<file path="src/rtl/framed_packet_receiver_assert.svh">
// ----------------------------------------------------------------------------
// Framed packet receiver assertion macros
// Concurrent assertion wrappers shared by the receiver RTL.
// ----------------------------------------------------------------------------
`ifndef FRAMED_PACKET_RECEIVER_ASSERT_SVH
`define FRAMED_PACKET_RECEIVER_ASSERT_SVH

// A property that must hold at every clock edge outside reset.
`define FPR_ASSERT_ALWAYS(lbl, clk, rst_n, prop, msg) \
  lbl: assert property (@(posedge clk) disable iff (!rst_n) (prop)) else $error(msg);

// An implication checked in the same cycle outside reset.
`define FPR_ASSERT_IMPLY(lbl, clk, rst_n, ante, cons, msg) \
  lbl: assert property (@(posedge clk) disable iff (!rst_n) (ante) |-> (cons)) \
    else $error(msg);

`endif

</file>
<file path="src/rtl/fpr_pkg.sv">
// ----------------------------------------------------------------------------
// Framed packet receiver package
// Shared constants, types and the CRC-8 byte update.
// ----------------------------------------------------------------------------
`default_nettype none

package fpr_pkg;

  localparam int DEFAULT_BUFFER_DEPTH = 256;
  localparam int BYTE_W               = 8;
  localparam int LEN_W                = 16;

  localparam logic [7:0] SYNC_FIRST  = 8'hAA;
  localparam logic [7:0] SYNC_SECOND = 8'h55;
  localparam logic [7:0] CRC_POLY    = 8'h07;
  localparam logic [7:0] CRC_MSB     = 8'h80;

  localparam logic [LEN_W-1:0] COUNT_MAX = 16'hFFFF;

  typedef enum logic [2:0] {
    PH_H1   = 3'd0,
    PH_H2   = 3'd1,
    PH_TYPE = 3'd2,
    PH_LENL = 3'd3,
    PH_LENH = 3'd4,
    PH_PAY  = 3'd5,
    PH_CRC  = 3'd6
  } phase_t;

  typedef enum logic [1:0] {
    ST_GOOD     = 2'd0,
    ST_CRC_BAD  = 2'd1,
    ST_OVERSIZE = 2'd2
  } status_t;

  typedef enum logic {
    CMD_RECEIVE = 1'b0,
    CMD_READ    = 1'b1
  } command_t;

  typedef enum logic {
    KIND_REPORT = 1'b0,
    KIND_READ   = 1'b1
  } kind_t;

  typedef struct packed {
    logic              kind;
    logic [1:0]        status;
    logic [BYTE_W-1:0] ftype;
    logic [LEN_W-1:0]  length;
    logic [BYTE_W-1:0] data;
  } out_item_t;

  function automatic logic [7:0] crc8_step(input logic [7:0] crc, input logic [7:0] b);
    logic [7:0] c;
    c = crc ^ b;
    for (int k = 0; k < 8; k++) begin
      if ((c & CRC_MSB) != 8'd0) begin
        c = (c << 1) ^ CRC_POLY;
      end else begin
        c = c << 1;
      end
    end
    return c;
  endfunction

endpackage

`default_nettype wire

</file>
<file path="src/rtl/fpr_ram.sv">
// ----------------------------------------------------------------------------
// Framed packet receiver RAM
// Generic simple dual-port RAM with one write port and a registered read.
// ----------------------------------------------------------------------------
`default_nettype none

module fpr_ram #(
  parameter int WIDTH = 8,
  parameter int DEPTH = 256
) (
  input  wire logic                     clk,
  input  wire logic                     we,
  input  wire logic [$clog2(DEPTH)-1:0] waddr,
  input  wire logic [WIDTH-1:0]         wdata,
  input  wire logic                     re,
  input  wire logic [$clog2(DEPTH)-1:0] raddr,
  output logic      [WIDTH-1:0]         rdata
);

  logic [WIDTH-1:0] mem_r [DEPTH];

  always_ff @(posedge clk) begin
    if (we) begin
      mem_r[waddr] <= wdata;
    end
    if (re) begin
      rdata <= mem_r[raddr];
    end
  end

endmodule

`default_nettype wire

</file>
<file path="src/rtl/framed_packet_receiver.sv">
// ----------------------------------------------------------------------------
// Framed packet receiver
// Parses sync/type/length/payload/CRC-8 frames and serves payload reads.
// ----------------------------------------------------------------------------
// The input channel carries one command per transfer: either a received
// serial byte or a read of a stored payload byte. Bytes are parsed for frames
// of 0xAA 0x55, type, 16-bit little-endian length, payload and a CRC-8 byte.
// The frame's last byte yields a report transfer; a read yields a data
// transfer; other bytes yield nothing. A result goes to the output channel
// through the result stage register, which lines up with the registered
// read of the payload RAM. One input transfer is taken every cycle while
// in_stall is low. Results pass through a three-entry output queue, so the
// block keeps accepting while the receiver stalls, until the queue and the
// stage in front of it hold three results; then in_stall rises until the
// receiver takes one. Reset returns the parser to the hunt for 0xAA and
// empties the queue. The payload RAM is not cleared; reads are bounded by
// the stored byte count of the current or last frame.
// ----------------------------------------------------------------------------
`default_nettype none
`include "framed_packet_receiver_assert.svh"

module framed_packet_receiver #(
  parameter int BUFFER_DEPTH = fpr_pkg::DEFAULT_BUFFER_DEPTH
) (
  input  wire logic        clk,
  input  wire logic        rst_n,
  input  wire logic        in_valid,
  output logic             in_stall,
  input  wire logic        in_command,
  input  wire logic [7:0]  in_rx_byte,
  input  wire logic [7:0]  in_read_index,
  output logic             out_valid,
  input  wire logic        out_stall,
  output logic             out_result_kind,
  output logic [1:0]       out_frame_status,
  output logic [7:0]       out_frame_type,
  output logic [15:0]      out_frame_length,
  output logic [7:0]       out_read_data
);

  localparam int AW = $clog2(BUFFER_DEPTH);
  localparam logic [fpr_pkg::LEN_W-1:0] DEPTH_W = fpr_pkg::LEN_W'(BUFFER_DEPTH);
  localparam int QDEPTH = 3;
  localparam logic [1:0] QLAST = 2'(QDEPTH - 1);
  localparam logic [1:0] QFULL = 2'(QDEPTH);

  fpr_pkg::phase_t phase_r, phase_nxt;
  logic [7:0]  type_r, type_nxt;
  logic [15:0] len_r, len_nxt;
  logic [15:0] cnt_r, cnt_nxt;
  logic [7:0]  crc_r, crc_nxt;

  logic                 s1_valid_r, s1_valid_nxt;
  fpr_pkg::out_item_t   s1_item_r, s1_item_nxt;
  logic                 s1_rd_ok_r, s1_rd_ok_nxt;

  fpr_pkg::out_item_t   q_mem_r [QDEPTH];
  logic [1:0]           q_wr_r, q_rd_r, q_cnt_r;
  fpr_pkg::out_item_t   q_in;

  logic              in_acc, out_pop, q_push;
  logic              is_rx, is_read;
  logic              ram_we, ram_re;
  logic [AW-1:0]     ram_waddr, ram_raddr;
  logic [7:0]        ram_q;
  logic [AW+7:0]     idx_wide;
  logic [15:0]       idx_ext;
  logic [15:0]       cnt_inc;
  logic [2:0]        in_flight;

  assign in_flight = {2'b00, s1_valid_r} + {1'b0, q_cnt_r};
  assign in_stall  = (in_flight >= 3'(QDEPTH));
  assign in_acc    = in_valid && !in_stall;
  assign out_valid = (q_cnt_r != 2'd0);
  assign out_pop   = out_valid && !out_stall;
  assign q_push    = s1_valid_r;

  assign is_rx   = in_acc && (in_command == fpr_pkg::CMD_RECEIVE);
  assign is_read = in_acc && (in_command == fpr_pkg::CMD_READ);

  assign idx_wide = {{AW{1'b0}}, in_read_index};
  assign idx_ext  = {8'd0, in_read_index};
  assign cnt_inc  = (cnt_r < fpr_pkg::COUNT_MAX) ? cnt_r + 16'd1 : cnt_r;

  always_comb begin
    phase_nxt = phase_r;
    if (is_rx) begin
      case (phase_r)
        fpr_pkg::PH_H2:   phase_nxt = (in_rx_byte == fpr_pkg::SYNC_SECOND) ?
                                      fpr_pkg::PH_TYPE : fpr_pkg::PH_H1;
        fpr_pkg::PH_TYPE: phase_nxt = fpr_pkg::PH_LENL;
        fpr_pkg::PH_LENL: phase_nxt = fpr_pkg::PH_LENH;
        fpr_pkg::PH_LENH: phase_nxt = ({in_rx_byte, len_r[7:0]} == 16'd0) ?
                                      fpr_pkg::PH_CRC : fpr_pkg::PH_PAY;
        fpr_pkg::PH_PAY:  phase_nxt = (cnt_inc >= len_r) ? fpr_pkg::PH_CRC : fpr_pkg::PH_PAY;
        fpr_pkg::PH_CRC:  phase_nxt = fpr_pkg::PH_H1;
        default:          phase_nxt = (in_rx_byte == fpr_pkg::SYNC_FIRST) ?
                                      fpr_pkg::PH_H2 : fpr_pkg::PH_H1;
      endcase
    end
  end

  always_comb begin
    type_nxt     = type_r;
    len_nxt      = len_r;
    cnt_nxt      = cnt_r;
    crc_nxt      = crc_r;
    ram_we       = 1'b0;
    ram_waddr    = cnt_r[AW-1:0];
    s1_valid_nxt = 1'b0;
    s1_rd_ok_nxt = 1'b0;
    s1_item_nxt  = '0;
    if (is_read) begin
      s1_valid_nxt     = 1'b1;
      s1_item_nxt.kind = fpr_pkg::KIND_READ;
      s1_rd_ok_nxt     = (idx_ext < cnt_r) && (idx_ext < DEPTH_W);
    end else if (is_rx) begin
      case (phase_r)
        fpr_pkg::PH_TYPE: begin
          type_nxt = in_rx_byte;
          crc_nxt  = fpr_pkg::crc8_step(8'd0, in_rx_byte);
        end
        fpr_pkg::PH_LENL: begin
          len_nxt = {8'd0, in_rx_byte};
          crc_nxt = fpr_pkg::crc8_step(crc_r, in_rx_byte);
        end
        fpr_pkg::PH_LENH: begin
          len_nxt = {in_rx_byte, len_r[7:0]};
          crc_nxt = fpr_pkg::crc8_step(crc_r, in_rx_byte);
          cnt_nxt = 16'd0;
        end
        fpr_pkg::PH_PAY: begin
          ram_we  = (cnt_r < DEPTH_W);
          crc_nxt = fpr_pkg::crc8_step(crc_r, in_rx_byte);
          cnt_nxt = cnt_inc;
        end
        fpr_pkg::PH_CRC: begin
          s1_valid_nxt       = 1'b1;
          s1_item_nxt.kind   = fpr_pkg::KIND_REPORT;
          s1_item_nxt.ftype  = type_r;
          s1_item_nxt.length = len_r;
          if (len_r > DEPTH_W) begin
            s1_item_nxt.status = fpr_pkg::ST_OVERSIZE;
          end else if (in_rx_byte == crc_r) begin
            s1_item_nxt.status = fpr_pkg::ST_GOOD;
          end else begin
            s1_item_nxt.status = fpr_pkg::ST_CRC_BAD;
          end
        end
        default: begin
        end
      endcase
    end
  end

  assign ram_re    = is_read;
  assign ram_raddr = idx_wide[AW-1:0];

  fpr_ram #(
    .WIDTH (fpr_pkg::BYTE_W),
    .DEPTH (BUFFER_DEPTH)
  ) u_payload_ram (
    .clk   (clk),
    .we    (ram_we),
    .waddr (ram_waddr),
    .wdata (in_rx_byte),
    .re    (ram_re),
    .raddr (ram_raddr),
    .rdata (ram_q)
  );

  always_comb begin
    q_in      = s1_item_r;
    q_in.data = s1_rd_ok_r ? ram_q : 8'd0;
  end

  always_ff @(posedge clk) begin
    if (!rst_n) begin
      phase_r    <= fpr_pkg::PH_H1;
      type_r     <= 8'd0;
      len_r      <= 16'd0;
      cnt_r      <= 16'd0;
      crc_r      <= 8'd0;
      s1_valid_r <= 1'b0;
      q_wr_r     <= 2'd0;
      q_rd_r     <= 2'd0;
      q_cnt_r    <= 2'd0;
    end else begin
      phase_r    <= phase_nxt;
      type_r     <= type_nxt;
      len_r      <= len_nxt;
      cnt_r      <= cnt_nxt;
      crc_r      <= crc_nxt;
      s1_valid_r <= s1_valid_nxt;
      if (q_push) begin
        q_wr_r <= (q_wr_r == QLAST) ? 2'd0 : q_wr_r + 2'd1;
      end
      if (out_pop) begin
        q_rd_r <= (q_rd_r == QLAST) ? 2'd0 : q_rd_r + 2'd1;
      end
      if (q_push && !out_pop) begin
        q_cnt_r <= q_cnt_r + 2'd1;
      end else if (!q_push && out_pop) begin
        q_cnt_r <= q_cnt_r - 2'd1;
      end
    end
  end

  always_ff @(posedge clk) begin
    s1_item_r  <= s1_item_nxt;
    s1_rd_ok_r <= s1_rd_ok_nxt;
    if (q_push) begin
      q_mem_r[q_wr_r] <= q_in;
    end
  end

  assign out_result_kind  = q_mem_r[q_rd_r].kind;
  assign out_frame_status = q_mem_r[q_rd_r].status;
  assign out_frame_type   = q_mem_r[q_rd_r].ftype;
  assign out_frame_length = q_mem_r[q_rd_r].length;
  assign out_read_data    = q_mem_r[q_rd_r].data;

  `FPR_ASSERT_ALWAYS(a_queue_room, clk, rst_n, !(s1_valid_r && q_cnt_r == QFULL),
    "result stage holds a result while the output queue is full")
  `FPR_ASSERT_IMPLY(a_pay_nonzero, clk, rst_n, phase_r == fpr_pkg::PH_PAY, len_r != 16'd0,
    "payload phase entered with zero declared length")
  `FPR_ASSERT_IMPLY(a_pay_count, clk, rst_n, phase_r == fpr_pkg::PH_PAY, cnt_r < len_r,
    "payload phase with byte count at or past declared length")
  `FPR_ASSERT_IMPLY(a_good_fits, clk, rst_n,
    s1_valid_r && s1_item_r.kind == fpr_pkg::KIND_REPORT && s1_item_r.status == fpr_pkg::ST_GOOD,
    s1_item_r.length <= DEPTH_W, "good report for a frame longer than the buffer")

endmodule

`default_nettype wire

</file>
<file path="config.mk">
export PLATFORM = sky130hd
export DESIGN_NAME = framed_packet_receiver
export DESIGN_NICKNAME = d
export VERILOG_FILES = /design/src/rtl/fpr_pkg.sv /design/src/rtl/fpr_ram.sv /design/src/rtl/framed_packet_receiver.sv
export VERILOG_INCLUDE_DIRS = /design/src /design/src/rtl
export SDC_FILE = /design/constraint.sdc
export NUM_CORES = 2
export LEC_CHECK = 0
export ABC_CLOCK_PERIOD_IN_PS = 5000
export BUFFER_PORTS_ARGS = -buffer_cell sky130_fd_sc_hd__buf_2
export CORE_AREA = 8 8 442 444
export DETAILED_ROUTE_END_ITERATION = 10
export DIE_AREA = 0 0 450 452
export PLACE_DENSITY_LB_ADDON = 0.15
export SYNTH_ARGS = -nofsm -noshare
export SYNTH_HDL_FRONTEND = slang
export SYNTH_SLANG_ARGS = --single-unit
export TNS_END_PERCENT = 100
</file>
<file path="constraint.sdc">
create_clock -name clk -period 5 [get_ports clk]
set_input_delay 0.75 -clock clk [delete_from_list [all_inputs] [get_ports clk]]
set_output_delay 0.75 -clock clk [all_outputs]
set_load 0.02 [all_outputs]
</file>
==> metrics.csv <==
stage;metric;value;unit
outcome;outcome;complete, no violations;
worst_setup_path;worst reg2reg endpoint;u_payload_ram.mem_r[239][2];
synth;Synth Register Bits;2249;
finish;Syn-to-layout area delta;12.9;%
clocking;Clock Pin Slew Worst Setup and Hold Paths;60;ps
finish;Post-Layout Cell Count;7303;
hold_path;Min-Delay Path Class;in -> reg;
clocking;clk buf depth;3;
hold_path;HP Start;in_rx_byte[3];
timing;Clock Skews;31.6;ps
worst_setup_path;worst endpoint required time;5480;ps
worst_setup_path;critical path cell sequence;ha_1 -> ha_1 -> a31oi_1 -> and3b_1 -> buf_4 -> and3_1 -> buf_4 -> nand4_1 -> nor2_1;
clocking;PostCTS Resize Cnt;0;
detailed_routing;Wirelength per Cell;30.3;µm
synth;sequential area share after synthesis;0.758;
worst_setup_path;CP top delay family;simple AND/OR/NAND/NOR gates;
placed_design;detailed placement HPWL;135000;µm
finish;layout cells sized above 1;0.235;
timing;Fin. Hold Viols;0;
synth;syn_nets;4450;
floorplan;die width;450;µm
timing;Max Freq;241;MHz
clocking;clk sink count;2249;
worst_setup_path;reg2reg path depth;9;
timing;TNS Setup;0;ps
timing;Final Max Tran Viols;0;
floorplan;Die ar.;203000;µm²
clocking;CTS tree;yes;
worst_setup_path;Critical Path AT;4620;ps
global_routing;vias in the first global route;43800;
floorplan;starting density of the core;0.467;
global_routing;first-pass GRT wire length;319000;µm
detailed_routing;via count;43600;
worst_setup_path;worst stage delay on the critical path;920;ps
clocking;CTS Hold Buffers Added;0;
synth;ys flop type;edfxtp_1;
floorplan;Chip Height;452;µm
synth;top-area cell type share of the netlist area;0.738;
global_routing;antenna violations before repair;13;
placed_design;# placed instances;6881;
worst_setup_path;crit end category;flip-flop;
global_routing;GRT Total Usage;0.215;
synth;ranking of synthesized cells by area;edfxtp_1, mux4_2, dfxtp_1, mux2i_1, nor2_1;
global_routing;largest net degree at the start of global routing;190;
worst_setup_path;CP max-delay cell;nor2_1;
finish;Final Cell Area;99300;µm²
detailed_routing;initial DRC count;4840;
synth;Syn Area/Cell;20.1;µm²
synth;Yosys cell types;57;
worst_setup_path;Crit Path Max Fanout;14;
timing;Final period util;0.829;
floorplan;Core Region;189000;µm²
pwr;static leakage;31.0;nW
pwr;peak supply drop;0.307;mV
clocking;clock latency on the worst-skew pair;860;ps
pwr;P per Cell Area;397;nW/µm²
floorplan;FP Rows;160;
clocking;Root Driver;clkbuf_16;
synth;Mapped Area;88000;µm²
detailed_routing;Vias/cell;5.97;
detailed_routing;drt total wl;221000;µm
worst_setup_path;reg2reg start;q_push;
synth;ys async rst share;0;
detailed_routing;Initial DRT Pass Iterations;8;
worst_setup_path;CP Class;reg -> reg;
timing;Worst-Margin Slew;1330;ps
timing;RSZ-0062 raised after global routing;no;
global_routing;residual overflow from global routing;0;
floorplan;I/O pin cnt;58;
synth;EDFF count, synth;2161;
timing;final setup fails;0;
clocking;post-CTS setup buffer count;0;
clocking;H-tree levels;4;
clocking;CTS buffer count;221;
finish;Layout Nets;4658;
placed_design;PortBufs;57;
hold_path;Worst Hold Depth;1;
placed_design;GP Congestion;0.823;
synth;post-synth top area cell;edfxtp_1;
hold_path;Worst Hold Endpoint;u_payload_ram.mem_r[175][3];
synth;Yosys warnings;0;
worst_setup_path;Buf/Inv on CP;2;
synth;Syn Inst Count;4385;
worst_setup_path;Critical Path Source Type;flip-flop;
job;maxcap violations;0;
timing;Rel. slew slack;0.112;
detailed_routing;Routed Antenna Nets;0;
placed_design;Placement Cell Area;92000;µm²
timing;Tmin final;4150;ps
detailed_routing;residual DRC count;0;
worst_setup_path;register-to-register path setup slack;850;ps
==> logic make-up after synthesis <==
| logic type | synth area share |
|---|---|
| DFF | 0.758 |
| and+or+nand+nor | 0.0338 |
| muxes | 0.146 |
| AOI/OAI and AO/OA | 0.0350 |
| buffers and inverters | 0.0171 |
| adders and majority gates | 0.00626 |
| xor gates and xnor gates | 0.00428 |
==> placed cells by master (no fill, tap or decap), drive strengths merged, types with 20 or more instances in the layout <==
cell and count:
clkinv 104, nand3 62, nand2 135, mux4 512, nor3 31, edfxtp 2161, a31oi 20, buf 247
bufinv 23, a22oi 113, xnor2 36, mux2i 130, a211oi 38, clkbuf 271, dfxtp 88, nor2b 35
a21oi 62, o221ai 39, ha 44, inv 41, o21ai 70, a22o 25, nor2 306, a21boi 26
and2 24
==> cells in the mapped netlist, types with 3 or more instances <==
cell and n:
o22ai_1 12, nand2_1 135, mux4_2 512, nor2_1 306
o211a_1 4, mux2i_1 130, nand3b_1 3, o21ai_0 63
o211ai_1 7, inv_1 33, xnor2_1 36, ha_1 44
a21boi_0 24, o21a_1 7, and3_1 13, nand4_1 12
or2_2 3, a221oi_1 12, nor2b_1 35, dfxtp_1 88
or3_1 12, buf_2 70, a211oi_1 38, xor2_1 7
nor4_1 9, a22oi_1 113, nand2b_1 9, buf_1 11
clkbuf_1 121, o21ai_1 7, a21o_1 6, a21oi_1 62
nor3_1 29, buf_6 19, and2_1 24, a31oi_1 20
nand3_1 62, a22o_1 25, buf_4 40, o221ai_1 39
edfxtp_1 2161
==> state kept, by name (all words and copies together) (netlist names), named ones only <==
| name | flops |
|---|---|
| cnt_r | 16 |
| crc_r | 8 |
| len_r | 16 |
| phase_r | 3 |
| q_cnt_r | 2 |
| q_in | 27 |
| q_mem_r | 105 |
| q_push | 1 |
| q_rd_r | 2 |
| q_wr_r | 2 |
| s1_rd_ok_r | 1 |
| type_r | 8 |
| u_payload_ram.mem_r | 2048 |
| u_payload_ram.rdata | 8 |
==> metal layers <==
layer	part of all wire	vias up	GRT usage	wire, µm
met4	0.026	2	0.0573	5760
li1	-	18500	-	-
met3	0.075	315	0.0405	16500
met2	0.47	1653	0.335	104000
met5	0.000090	-	0	20
met1	0.43	23200	0.314	95200
==> where the power goes <==
| part | total, W | switching [W] | leakage, nW | internal [W] |
|---|---|---|---|---|
| logic | 0.00207 | 0.00131 | 7.29 | 0.000758 |
| registers | 0.0207 | 0.0000366 | 20.2 | 0.0207 |
| clock network | 0.0167 | 0.00706 | 3.56 | 0.00962 |
| total | 0.0394 | 0.00841 | 31.0 | 0.0310 |
==> final cells by class <==
cell class                      count  area [µm²]
Fill cell                       14800       89200
Tap cell                         2511        3140
Antenna cell                        3        7.51
Inverter                           34         128
Clock inverter                    148        1360
Multi-Input combinational cell   1840       19900
Timing Repair Buffer              247        2170
Clock buffer                      271        5940
Sequential cell                  2249       66700
==> stage by stage <==
stage                     hold slack, ps  utilization  total power [W]  setup slack, ps
after CTS                            224        0.527           0.0398              841
after floorplan                      421            -           0.0223             1440
after global routing                 242        0.527           0.0405              600
final                                281        0.527           0.0394              855
after global placement               425        0.488           0.0232              487
after detailed placement             435        0.488           0.0232              466
==> how the worst max path moves through the flow <==
stage                     cells past startpoint              from  slack (ps)                     endpoint
after global placement                        9  in_read_index[2]         490       u_payload_ram.rdata[6]
after global routing                          9            q_push         600  u_payload_ram.mem_r[236][1]
after floorplan                               1            q_push        1440                q_mem_r[0][0]
after CTS                                     9            q_push         840  u_payload_ram.mem_r[231][3]
after detailed placement                      9  in_read_index[2]         470       u_payload_ram.rdata[6]
final                                         9            q_push         850  u_payload_ram.mem_r[239][2]
Power figures use the tool's default switching activity.
